$ cat config.mk
export PLATFORM = sky130hd
export DESIGN_NAME = huffman_code_builder
export DESIGN_NICKNAME = d
export VERILOG_FILES = /design/src/hcb_pkg.sv /design/src/hcb_ram.sv /design/src/huffman_code_builder.sv
export SDC_FILE = /design/constraint.sdc
export NUM_CORES = 2
export LEC_CHECK = 0
export BUFFER_PORTS_ARGS = -buffer_cell sky130_fd_sc_hd__buf_2
export CORE_MARGIN = 2
export CORE_UTILIZATION = 58
export CTS_CLUSTER_SIZE = 24
export DETAILED_ROUTE_END_ITERATION = 7
export GPL_TIMING_DRIVEN = 0
export PLACE_DENSITY = 0.74
export REMOVE_ABC_BUFFERS = 1
export SETUP_SLACK_MARGIN = 0.02
export SYNTH_ARGS = -nofsm -noshare
export SYNTH_HDL_FRONTEND = slang
export SYNTH_SLANG_ARGS = --single-unit
$ cat constraint.sdc
create_clock -name i_clk -period 12.4 [get_ports i_clk]
set_input_delay 1.24 -clock i_clk [delete_from_list [all_inputs] [get_ports i_clk]]
set_output_delay 1.24 -clock i_clk [all_outputs]
set_load 0.02 [all_outputs]
$ cat src/hcb_pkg.sv
// Constants and entry types for the code builder.
// No dependencies.
`default_nettype none

package hcb_pkg;
    localparam int SYMBOLS    = 16;
    localparam int FREQ_WIDTH = 16;

    localparam int SYM_W    = 8;
    localparam int FIN_W    = 16;
    localparam int CODE_W   = 15;
    localparam int LEN_W    = 4;
    localparam int FEFF_W   = (FREQ_WIDTH < FIN_W) ? FREQ_WIDTH : FIN_W;
    localparam logic [FIN_W-1:0] FREQ_MASK = FIN_W'((64'd1 << FEFF_W) - 64'd1);

    localparam int NODE_CAP = 2 * SYMBOLS;
    localparam int NODE_W   = $clog2(NODE_CAP);
    localparam int SLOT_W   = $clog2(SYMBOLS);
    localparam int CNT_W    = $clog2(SYMBOLS + 1);
    localparam int SP_W     = $clog2(NODE_CAP + 1);
    localparam int WEIGHT_W = FEFF_W + $clog2(SYMBOLS);

    typedef struct packed {
        logic [NODE_W-1:0]   node;
        logic [WEIGHT_W-1:0] weight;
    } t_heap_ent;

    typedef struct packed {
        logic              inner;
        logic [NODE_W-1:0] left;
        logic [NODE_W-1:0] right;
        logic [SYM_W-1:0]  symbol;
    } t_node;

    typedef struct packed {
        logic [NODE_W-1:0] node;
        logic [CODE_W-1:0] code;
        logic [LEN_W-1:0]  len;
    } t_walk;
endpackage

`default_nettype wire

$ cat src/hcb_ram.sv
// Generic simple dual-port RAM: one write port, one registered read port.
// No dependencies.
`default_nettype none

module hcb_ram #(
    parameter int WIDTH = 8,
    parameter int DEPTH = 16
) (
    input  logic                     i_clk,
    input  logic                     i_we,
    input  logic [$clog2(DEPTH)-1:0] i_waddr,
    input  logic [WIDTH-1:0]         i_wdata,
    input  logic [$clog2(DEPTH)-1:0] i_raddr,
    output logic [WIDTH-1:0]         o_rdata
);
    logic [WIDTH-1:0] r_mem [DEPTH];
    logic [WIDTH-1:0] r_rdata;

    always_ff @(posedge i_clk) begin
        if (i_we) begin
            r_mem[i_waddr] <= i_wdata;
        end
        r_rdata <= r_mem[i_raddr];
    end

    assign o_rdata = r_rdata;
endmodule

`default_nettype wire

$ cat src/huffman_code_builder.sv
// Top level of the code builder: load sequencer, heap build/merge, tree walk.
// Depends on hcb_pkg and hcb_ram.
`default_nettype none

// Pairs load one per cycle while busy is low. The pair with last_pair set
// raises busy; the block then builds the heap, merges, and walks the tree,
// all through three single-read-port memories (heap, node store, walk
// stack). Each sift moves down the heap one level at a time, each take
// moves the last entry to the top and sifts it down, each insert climbs
// one level at a time, and the walk pops each node and pushes both
// children of an inner node. One result per leaf appears on the result
// ports for one cycle with o_valid high; the receiver cannot stall, so it
// must take every strobe. busy falls after the final result.
module huffman_code_builder (
    input  logic                      i_clk,
    input  logic                      i_rst_n,
    input  logic                      start,
    output logic                      busy,
    input  logic [hcb_pkg::SYM_W-1:0] i_symbol,
    input  logic [hcb_pkg::FIN_W-1:0] i_frequency,
    input  logic                      i_last_pair,
    output logic                      o_valid,
    output logic [hcb_pkg::SYM_W-1:0]  o_leaf_symbol,
    output logic [hcb_pkg::CODE_W-1:0] o_code_bits,
    output logic [hcb_pkg::LEN_W-1:0]  o_code_length,
    output logic                      o_last_code,
    output logic                      o_dropped
);
    import hcb_pkg::*;

    typedef enum logic [4:0] {
        S_IDLE, S_LOADK, S_CAPK, S_SDA, S_SDB, S_SDC, S_CHK, S_TK0, S_TK1,
        S_TK2, S_MERGE, S_PUA, S_PUB, S_ROOT, S_ROOTC, S_POP, S_POPC, S_NODE,
        S_PUSHL
    } t_state;

    typedef enum logic [1:0] {C_BUILD, C_TAKE_A, C_TAKE_B} t_ctx;

    t_state            r_state;
    t_ctx              r_ctx;
    logic [CNT_W-1:0]  r_node_cnt;
    logic [NODE_W-1:0] r_nodes;
    logic [CNT_W-1:0]  r_hc;
    logic              r_over;
    logic [SLOT_W-1:0] r_k;
    logic [SLOT_W-1:0] r_idx;
    logic [SLOT_W-1:0] r_small;
    logic [SLOT_W-1:0] r_pi;
    t_heap_ent         r_cur;
    t_heap_ent         r_es;
    t_heap_ent         r_a;
    t_heap_ent         r_b;
    t_heap_ent         r_new;
    logic [SP_W-1:0]   r_sp;
    t_walk             r_walk;
    logic [NODE_W-1:0] r_left;
    logic [CNT_W-1:0]  r_emitted;
    logic              r_valid;
    logic [SYM_W-1:0]  r_sym;
    logic [CODE_W-1:0] r_code;
    logic [LEN_W-1:0]  r_len;
    logic              r_last;
    logic              r_drop;

    // memory ports
    logic              h_we;
    logic [SLOT_W-1:0] h_waddr;
    t_heap_ent         h_wdata;
    logic [SLOT_W-1:0] h_raddr;
    t_heap_ent         h_rdata;
    logic              nd_we;
    logic [NODE_W-1:0] nd_waddr;
    t_node             nd_wdata;
    logic [NODE_W-1:0] nd_raddr;
    t_node             nd_rdata;
    logic              st_we;
    logic [NODE_W-1:0] st_waddr;
    t_walk             st_wdata;
    logic [NODE_W-1:0] st_raddr;
    t_walk             st_rdata;

    hcb_ram #(.WIDTH($bits(t_heap_ent)), .DEPTH(SYMBOLS)) u_heap (
        .i_clk(i_clk), .i_we(h_we), .i_waddr(h_waddr), .i_wdata(h_wdata),
        .i_raddr(h_raddr), .o_rdata(h_rdata)
    );
    hcb_ram #(.WIDTH($bits(t_node)), .DEPTH(NODE_CAP)) u_nodes (
        .i_clk(i_clk), .i_we(nd_we), .i_waddr(nd_waddr), .i_wdata(nd_wdata),
        .i_raddr(nd_raddr), .o_rdata(nd_rdata)
    );
    hcb_ram #(.WIDTH($bits(t_walk)), .DEPTH(NODE_CAP)) u_stack (
        .i_clk(i_clk), .i_we(st_we), .i_waddr(st_waddr), .i_wdata(st_wdata),
        .i_raddr(st_raddr), .o_rdata(st_rdata)
    );

    logic                room;
    logic [CNT_W-1:0]    leaves_n;
    logic [SLOT_W-1:0]   start_k;
    logic [SLOT_W+1:0]   l_idx;
    logic [SLOT_W+1:0]   r_idx_c;
    logic [SLOT_W+1:0]   hc_x;
    logic                l_ok;
    logic                r_ok;
    logic                take_l;
    logic                take_r;
    logic [SLOT_W-1:0]   fin_small;
    t_heap_ent           fin_ent;
    logic                sift_done;
    logic [SLOT_W-1:0]   parent;
    logic [FIN_W-1:0]    freq_m;

    always_comb begin
        room     = r_node_cnt < CNT_W'(SYMBOLS);
        leaves_n = room ? r_node_cnt + CNT_W'(1) : r_node_cnt;
        start_k  = (leaves_n > CNT_W'(1)) ? SLOT_W'((leaves_n - CNT_W'(2)) >> 1) : '0;
        freq_m   = i_frequency & FREQ_MASK;
        l_idx    = ({2'b00, r_idx} << 1) + (SLOT_W+2)'(1);
        r_idx_c  = l_idx + (SLOT_W+2)'(1);
        hc_x     = (SLOT_W+2)'(r_hc);
        l_ok     = l_idx < hc_x;
        r_ok     = r_idx_c < hc_x;
        take_l   = h_rdata.weight < r_cur.weight;
        take_r   = r_ok && (h_rdata.weight < r_es.weight);
        fin_small = take_r ? r_idx_c[SLOT_W-1:0] : r_small;
        fin_ent   = take_r ? h_rdata : r_es;
        sift_done = fin_small == r_idx;
        parent    = (r_pi - SLOT_W'(1)) >> 1;
    end

    always_comb begin
        h_we     = 1'b0;
        h_waddr  = r_idx;
        h_wdata  = r_cur;
        h_raddr  = '0;
        nd_we    = 1'b0;
        nd_waddr = r_nodes;
        nd_wdata = '{inner: 1'b1, left: r_a.node, right: r_b.node, symbol: '0};
        nd_raddr = st_rdata.node;
        st_we    = 1'b0;
        st_waddr = r_sp[NODE_W-1:0];
        st_wdata = '{node: r_left, code: r_walk.code << 1,
                     len: r_walk.len + LEN_W'(1)};
        st_raddr = r_sp[NODE_W-1:0] - NODE_W'(1);
        case (r_state)
            S_IDLE: begin
                if (start && room) begin
                    h_we     = 1'b1;
                    h_waddr  = SLOT_W'(r_node_cnt);
                    h_wdata  = '{node: NODE_W'(r_node_cnt), weight: WEIGHT_W'(freq_m)};
                    nd_we    = 1'b1;
                    nd_waddr = NODE_W'(r_node_cnt);
                    nd_wdata = '{inner: 1'b0, left: '0, right: '0, symbol: i_symbol};
                end
            end
            S_LOADK: h_raddr = r_k;
            S_SDA: begin
                h_raddr = l_idx[SLOT_W-1:0];
                h_we    = !l_ok;
            end
            S_SDB: h_raddr = r_idx_c[SLOT_W-1:0];
            S_SDC: begin
                h_we    = 1'b1;
                h_wdata = sift_done ? r_cur : fin_ent;
            end
            S_TK1: h_raddr = SLOT_W'(r_hc - CNT_W'(1));
            S_MERGE: nd_we = 1'b1;
            S_PUA: begin
                h_raddr = parent;
                h_we    = r_pi == '0;
                h_waddr = r_pi;
                h_wdata = r_new;
            end
            S_PUB: begin
                h_we    = 1'b1;
                h_waddr = r_pi;
                h_wdata = (r_new.weight < h_rdata.weight) ? h_rdata : r_new;
            end
            S_ROOTC: begin
                st_we    = 1'b1;
                st_waddr = '0;
                st_wdata = '{node: h_rdata.node, code: '0, len: '0};
            end
            S_NODE: begin
                st_we    = nd_rdata.inner;
                st_wdata = '{node: nd_rdata.right,
                             code: (r_walk.code << 1) | CODE_W'(1),
                             len: r_walk.len + LEN_W'(1)};
            end
            S_PUSHL: st_we = 1'b1;
            default: ;
        endcase
    end

    always_ff @(posedge i_clk) begin
        r_valid <= 1'b0;
        if (!i_rst_n) begin
            r_state    <= S_IDLE;
            r_ctx      <= C_BUILD;
            r_node_cnt <= '0;
            r_nodes    <= '0;
            r_hc       <= '0;
            r_over     <= 1'b0;
            r_sp       <= '0;
            r_emitted  <= '0;
        end else begin
            case (r_state)
                S_IDLE: begin
                    if (start) begin
                        if (room) begin
                            r_node_cnt <= r_node_cnt + CNT_W'(1);
                        end else begin
                            r_over <= 1'b1;
                        end
                        if (i_last_pair) begin
                            r_nodes <= NODE_W'(leaves_n);
                            r_hc    <= leaves_n;
                            r_k     <= start_k;
                            r_ctx   <= C_BUILD;
                            r_state <= S_LOADK;
                        end
                    end
                end
                S_LOADK: r_state <= S_CAPK;
                S_CAPK: begin
                    r_cur   <= h_rdata;
                    r_idx   <= r_k;
                    r_state <= S_SDA;
                end
                S_SDA: begin
                    r_state <= l_ok ? S_SDB : S_CHK;
                    if (!l_ok) begin
                        // leaf position reached: cur already written back
                        case (r_ctx)
                            C_BUILD: begin
                                if (r_k != '0) begin
                                    r_k     <= r_k - SLOT_W'(1);
                                    r_state <= S_LOADK;
                                end
                            end
                            C_TAKE_A: begin
                                r_ctx   <= C_TAKE_B;
                                r_state <= S_TK0;
                            end
                            C_TAKE_B: r_state <= S_MERGE;
                            default: ;
                        endcase
                    end
                end
                S_SDB: begin
                    r_small <= take_l ? l_idx[SLOT_W-1:0] : r_idx;
                    r_es    <= take_l ? h_rdata : r_cur;
                    r_state <= S_SDC;
                end
                S_SDC: begin
                    if (!sift_done) begin
                        r_idx   <= fin_small;
                        r_state <= S_SDA;
                    end else begin
                        r_state <= S_CHK;
                        case (r_ctx)
                            C_BUILD: begin
                                if (r_k != '0) begin
                                    r_k     <= r_k - SLOT_W'(1);
                                    r_state <= S_LOADK;
                                end
                            end
                            C_TAKE_A: begin
                                r_ctx   <= C_TAKE_B;
                                r_state <= S_TK0;
                            end
                            C_TAKE_B: r_state <= S_MERGE;
                            default: ;
                        endcase
                    end
                end
                S_CHK: begin
                    if (r_hc > CNT_W'(1)) begin
                        r_ctx   <= C_TAKE_A;
                        r_state <= S_TK0;
                    end else begin
                        r_state <= S_ROOT;
                    end
                end
                S_TK0: r_state <= S_TK1;
                S_TK1: begin
                    if (r_ctx == C_TAKE_A) begin
                        r_a <= h_rdata;
                    end else begin
                        r_b <= h_rdata;
                    end
                    r_state <= S_TK2;
                end
                S_TK2: begin
                    // last entry fills the hole at the top and sifts down
                    r_cur   <= h_rdata;
                    r_hc    <= r_hc - CNT_W'(1);
                    r_idx   <= '0;
                    r_state <= S_SDA;
                end
                S_MERGE: begin
                    r_new   <= '{node: r_nodes, weight: r_a.weight + r_b.weight};
                    r_pi    <= SLOT_W'(r_hc);
                    r_hc    <= r_hc + CNT_W'(1);
                    r_nodes <= r_nodes + NODE_W'(1);
                    r_state <= S_PUA;
                end
                S_PUA: r_state <= (r_pi == '0) ? S_CHK : S_PUB;
                S_PUB: begin
                    if (r_new.weight < h_rdata.weight) begin
                        r_pi    <= parent;
                        r_state <= S_PUA;
                    end else begin
                        r_state <= S_CHK;
                    end
                end
                S_ROOT: r_state <= S_ROOTC;
                S_ROOTC: begin
                    r_sp    <= SP_W'(1);
                    r_state <= S_POP;
                end
                S_POP: begin
                    if (r_sp == '0) begin
                        r_node_cnt <= '0;
                        r_hc       <= '0;
                        r_over     <= 1'b0;
                        r_emitted  <= '0;
                        r_state    <= S_IDLE;
                    end else begin
                        r_sp    <= r_sp - SP_W'(1);
                        r_state <= S_POPC;
                    end
                end
                S_POPC: begin
                    r_walk  <= st_rdata;
                    r_state <= S_NODE;
                end
                S_NODE: begin
                    if (nd_rdata.inner) begin
                        r_left  <= nd_rdata.left;
                        r_sp    <= r_sp + SP_W'(1);
                        r_state <= S_PUSHL;
                    end else begin
                        r_valid   <= 1'b1;
                        r_sym     <= nd_rdata.symbol;
                        r_code    <= r_walk.code;
                        r_len     <= r_walk.len;
                        r_last    <= (r_emitted + CNT_W'(1)) == r_node_cnt;
                        r_drop    <= r_over;
                        r_emitted <= r_emitted + CNT_W'(1);
                        r_state   <= S_POP;
                    end
                end
                S_PUSHL: begin
                    r_sp    <= r_sp + SP_W'(1);
                    r_state <= S_POP;
                end
                default: r_state <= S_IDLE;
            endcase
        end
    end

    assign busy          = r_state != S_IDLE;
    assign o_valid       = r_valid;
    assign o_leaf_symbol = r_sym;
    assign o_code_bits   = r_code;
    assign o_code_length = r_len;
    assign o_last_code   = r_last;
    assign o_dropped     = r_drop;
endmodule

`default_nettype wire

==> reports/results.ini <==
[placed_design]
hpwl_um=117000
port_buffers=58
place.gp.congestion=0.893
dp.cells=6466

[clocking]
cts_setup_buffers=0
cts_tree=done
clkSinkCount=2073
cts_buffer_depth=3
cts_max_level=4
cts_root_buf=clkbuf_16
cts_resized=0
cts_hold_buf=0
cts_made_buffers=199
clkTransAtPathRegs_ns=0.07
clk_latency_ns=0.85

[worst_setup_path]
startpoint_type=register
crit_fanout=22
cp-end-kind=register
worstPathCellList=ha_1 -> xor2_1 -> ha_1 -> a21oi_1 -> o21ai_1 -> a21oi_2 -> o21ai_4 -> o311a_2 -> nor3_2 -> o21ai_0 -> a2bb2oi_1
slowest_delay_ns=1.08
r2r-end=u_heap.r_mem[2][13]
crit_top_cell=ha_1
reg2reg_setup_slack_ns=6.57
cp_slowest_cell=a2bb2oi_1
r2r_cells=11
cp.required_ns=12.85
critical_path_class=reg -> reg
rr_startpoint=r_idx[0]
worstPathArrival_ns=6.29

[die]
start_util_pct=58.6
fp.dieW_um=383
num_rows=138
io_pins=59
core_sq_um=142000
fp.dieArea_sq_um=146000
die_y_um=383

[worst_hold_path]
min_to=o_leaf_symbol[2]
hp-class=reg -> reg
min_from=u_nodes.o_rdata[2]
whs_path_depth=0

[finish]
drive_above_1_share_pct=22.6
finalNetCount=4915
stdcell_count=6839
area_growth_pct=14.4

[drt]
antenna_left=0
via_count=45700
drtIter0Drc=6706
drt_drc_violations_left=0
firstDrtPassIters=8
vias_per_cell=6.68
wirelength_um=206000
wl_per_cell_um=30.1

[timing]
rsz0062_at_grt=false
skew_ns=0.0487
period_minus_slack_ns=5.83
fin_crit_sh_pct=47.0
fmax_mhz=171
fin_setup_tns_ns=0
report.final.slew_viol_count=0
setup_viol=0
hold_viol_final=0
worst_pin_slew_ns=1.39
relSlewSlack_pct=7.09

[logic_synthesis]
syn_area_sq_um=83100
ys.flop_type=edfxtp_1
seq_area_frac_synth_pct=73.7
synth.avg_cell_area_sq_um=18.0
netlist_instances=4620
synth_edf_count=1970
synth_cell_type_count=82
ys_warn_count=0
synth-seq-cells=2073
async_flop_share_pct=0

[global_routing]
antenna_found_initial=4
track_usage_pct=28.3
grt_pass1_wl_um=302000
grt_overflow_total=0
grt_pass1_vias=45400
grt_start_max_net_pins=76

[flow_run]
drv_cap=0

[outcome]
status=finished clean

[power]
ir_drop_v=0.000146
powerDensity_nw_per_um2=154
p_leak_nw=30.8

==> synthesized netlist by cell type, types with 8 or more instances <==
library cell	number	area, sq um
xnor2_1	29	254
xor2_1	20	175
edfxtp_1	1970	59200
o21ai_1	14	70.1
a21o_1	18	135
clkbuf_1	146	548
o21ai_0	44	220
a21oi_1	129	646
mux2_2	58	653
a211oi_1	15	113
mux4_2	430	9680
nand3_1	134	671
inv_1	96	360
and2_1	38	238
ha_1	105	1310
o22ai_1	26	163
and3_1	55	344
a211o_1	8	70.1
buf_1	51	191
nor2b_1	16	100
a22oi_1	14	105
a311oi_1	75	657
a221oi_1	11	96.3
a221o_1	35	350
dfxtp_1	103	2060
nand2_1	490	1840
nor4_1	11	68.8
nand2b_1	10	62.6
o211ai_1	10	75.1
nor3_1	34	170
mux2i_1	30	300
a31oi_1	32	200
buf_2	38	190
o21a_1	8	60.1
nand4_1	14	87.6
nor2_1	204	766
==> metrics by stage <==
step / instance area (sq um) / util (%) / total power [mW] / worst slack (ns) / hold WS (ns)
detailed placement: 88400 / 62.3 / 8.71 / 6.65 / 0.389
finish: 95100 / 67.0 / 14.7 / 6.57 / 0.375
global placement: 84800 / 59.8 / 8.65 / -8.60 / 0.386
CTS: 95000 / 66.9 / 14.7 / 6.61 / 0.378
floorplan: 82200 / - / 8.41 / -1.66 / 0.386
global route: 95100 / 67.0 / 15.0 / 6.25 / 0.397
==> routing by layer <==
layer  part of all wire (%)  track usage (%)  routed length [um]  up-vias
met5                  0.011                0                  23        -
met4                    3.7             10.8                7650        4
met3                    9.2             5.14               19000      512
met2                     49             45.0              101000     2788
met1                     38             39.4               78700    23500
li1                       -                -                   -    18800
==> registers in the layout, indices dropped and copies added, names as in the netlist, 6 cells and up <==
name	flops
u_stack.r_mem	768
u_nodes.r_mem	608
u_heap.r_mem	400
r_a	25
r_b	25
r_cur	25
r_es	25
r_new	25
u_heap.o_rdata	25
u_stack.o_rdata	24
r_walk	19
u_nodes.o_rdata	19
o_code_bits	15
o_leaf_symbol	8
r_sp	6
==> logic make-up (layout without fill, tap and decap cells) <==
logic type	after synthesis	count (layout)	synth area share, %
flip-flops	2073	2073	73.7
AND/OR/NAND/NOR	1040	1040	5.56
multiplexers	518	518	12.8
AO/OA/AOI/OAI	496	496	4.24
buffers and inverters	337	664	1.59
adder cells (fa/ha/maj)	107	107	1.63
XOR/XNOR	49	49	0.516
other	0	2	0
==> worst max-delay path, delay by kind of cell, from the launching register on <==
kind,cells,cell delay [ns]
AOI/OAI and AO/OA,7,2.64
xor gates and xnor gates,1,0.37
adders and majority gates,2,0.73
DFF,1,0.72
and+or+nand+nor,1,0.97
==> power by group <==
| group | leakage (nW) | switching (mW) | internal [mW] |
|---|---|---|---|
| clock network | 3.20 | 2.65 | 3.43 |
| registers | 18.7 | 0.0791 | 7.76 |
| logic | 8.96 | 0.495 | 0.258 |
==> area by class of cell <==
class	instances	area (sq um)
Timing Repair Buffer	197	3160
Inverter	99	372
Fill cell	8781	46900
Tap cell	1890	2360
Sequential cell	2073	61200
Antenna cell	2	5.00
Multi-Input combinational cell	2210	21400
Clock inverter	96	1080
Clock buffer	272	5480
==> cell usage in the layout, fill, tap and decap left out, types with 17 or more instances in the layout <==
cell type     n
a21o_1       18
a21oi_1     128
a221o_1      35
a311oi_1     75
a31oi_1      31
and2_1       38
and3_1       54
buf_12       45
buf_16       53
buf_2        60
buf_8        21
clkbuf_1     50
clkbuf_16   199
clkbuf_8     23
clkinv_1     29
clkinv_2     29
dfxtp_1      98
edfxtp_1   1970
ha_1        104
inv_1        96
mux2_2       58
mux2i_1      30
mux4_2      430
nand2_1     490
nand3_1     133
nor2_1      116
nor2_2       17
nor2_4       72
nor3_1       30
o21ai_0      44
o22ai_1      24
xnor2_1      27
xor2_1       19
==> worst max path at each step <==
| stage | start | end | slack [ns] |
|---|---|---|---|
| 2_1_floorplan | r_sp[0] | u_stack.o_rdata[0] | -1.66 |
| 3_5_place_dp | r_idx[0] | u_heap.r_mem[10][2] | 6.65 |
| 4_1_cts | r_idx[0] | u_heap.r_mem[8][2] | 6.61 |
| 5_1_grt | r_idx[0] | u_heap.r_mem[2][13] | 6.25 |
| 6_report | r_idx[0] | u_heap.r_mem[2][13] | 6.57 |
| 3_3_place_gp | r_sp[0] | u_stack.o_rdata[19] | -8.60 |
Note: power is estimated with default switching activity, not from simulation.
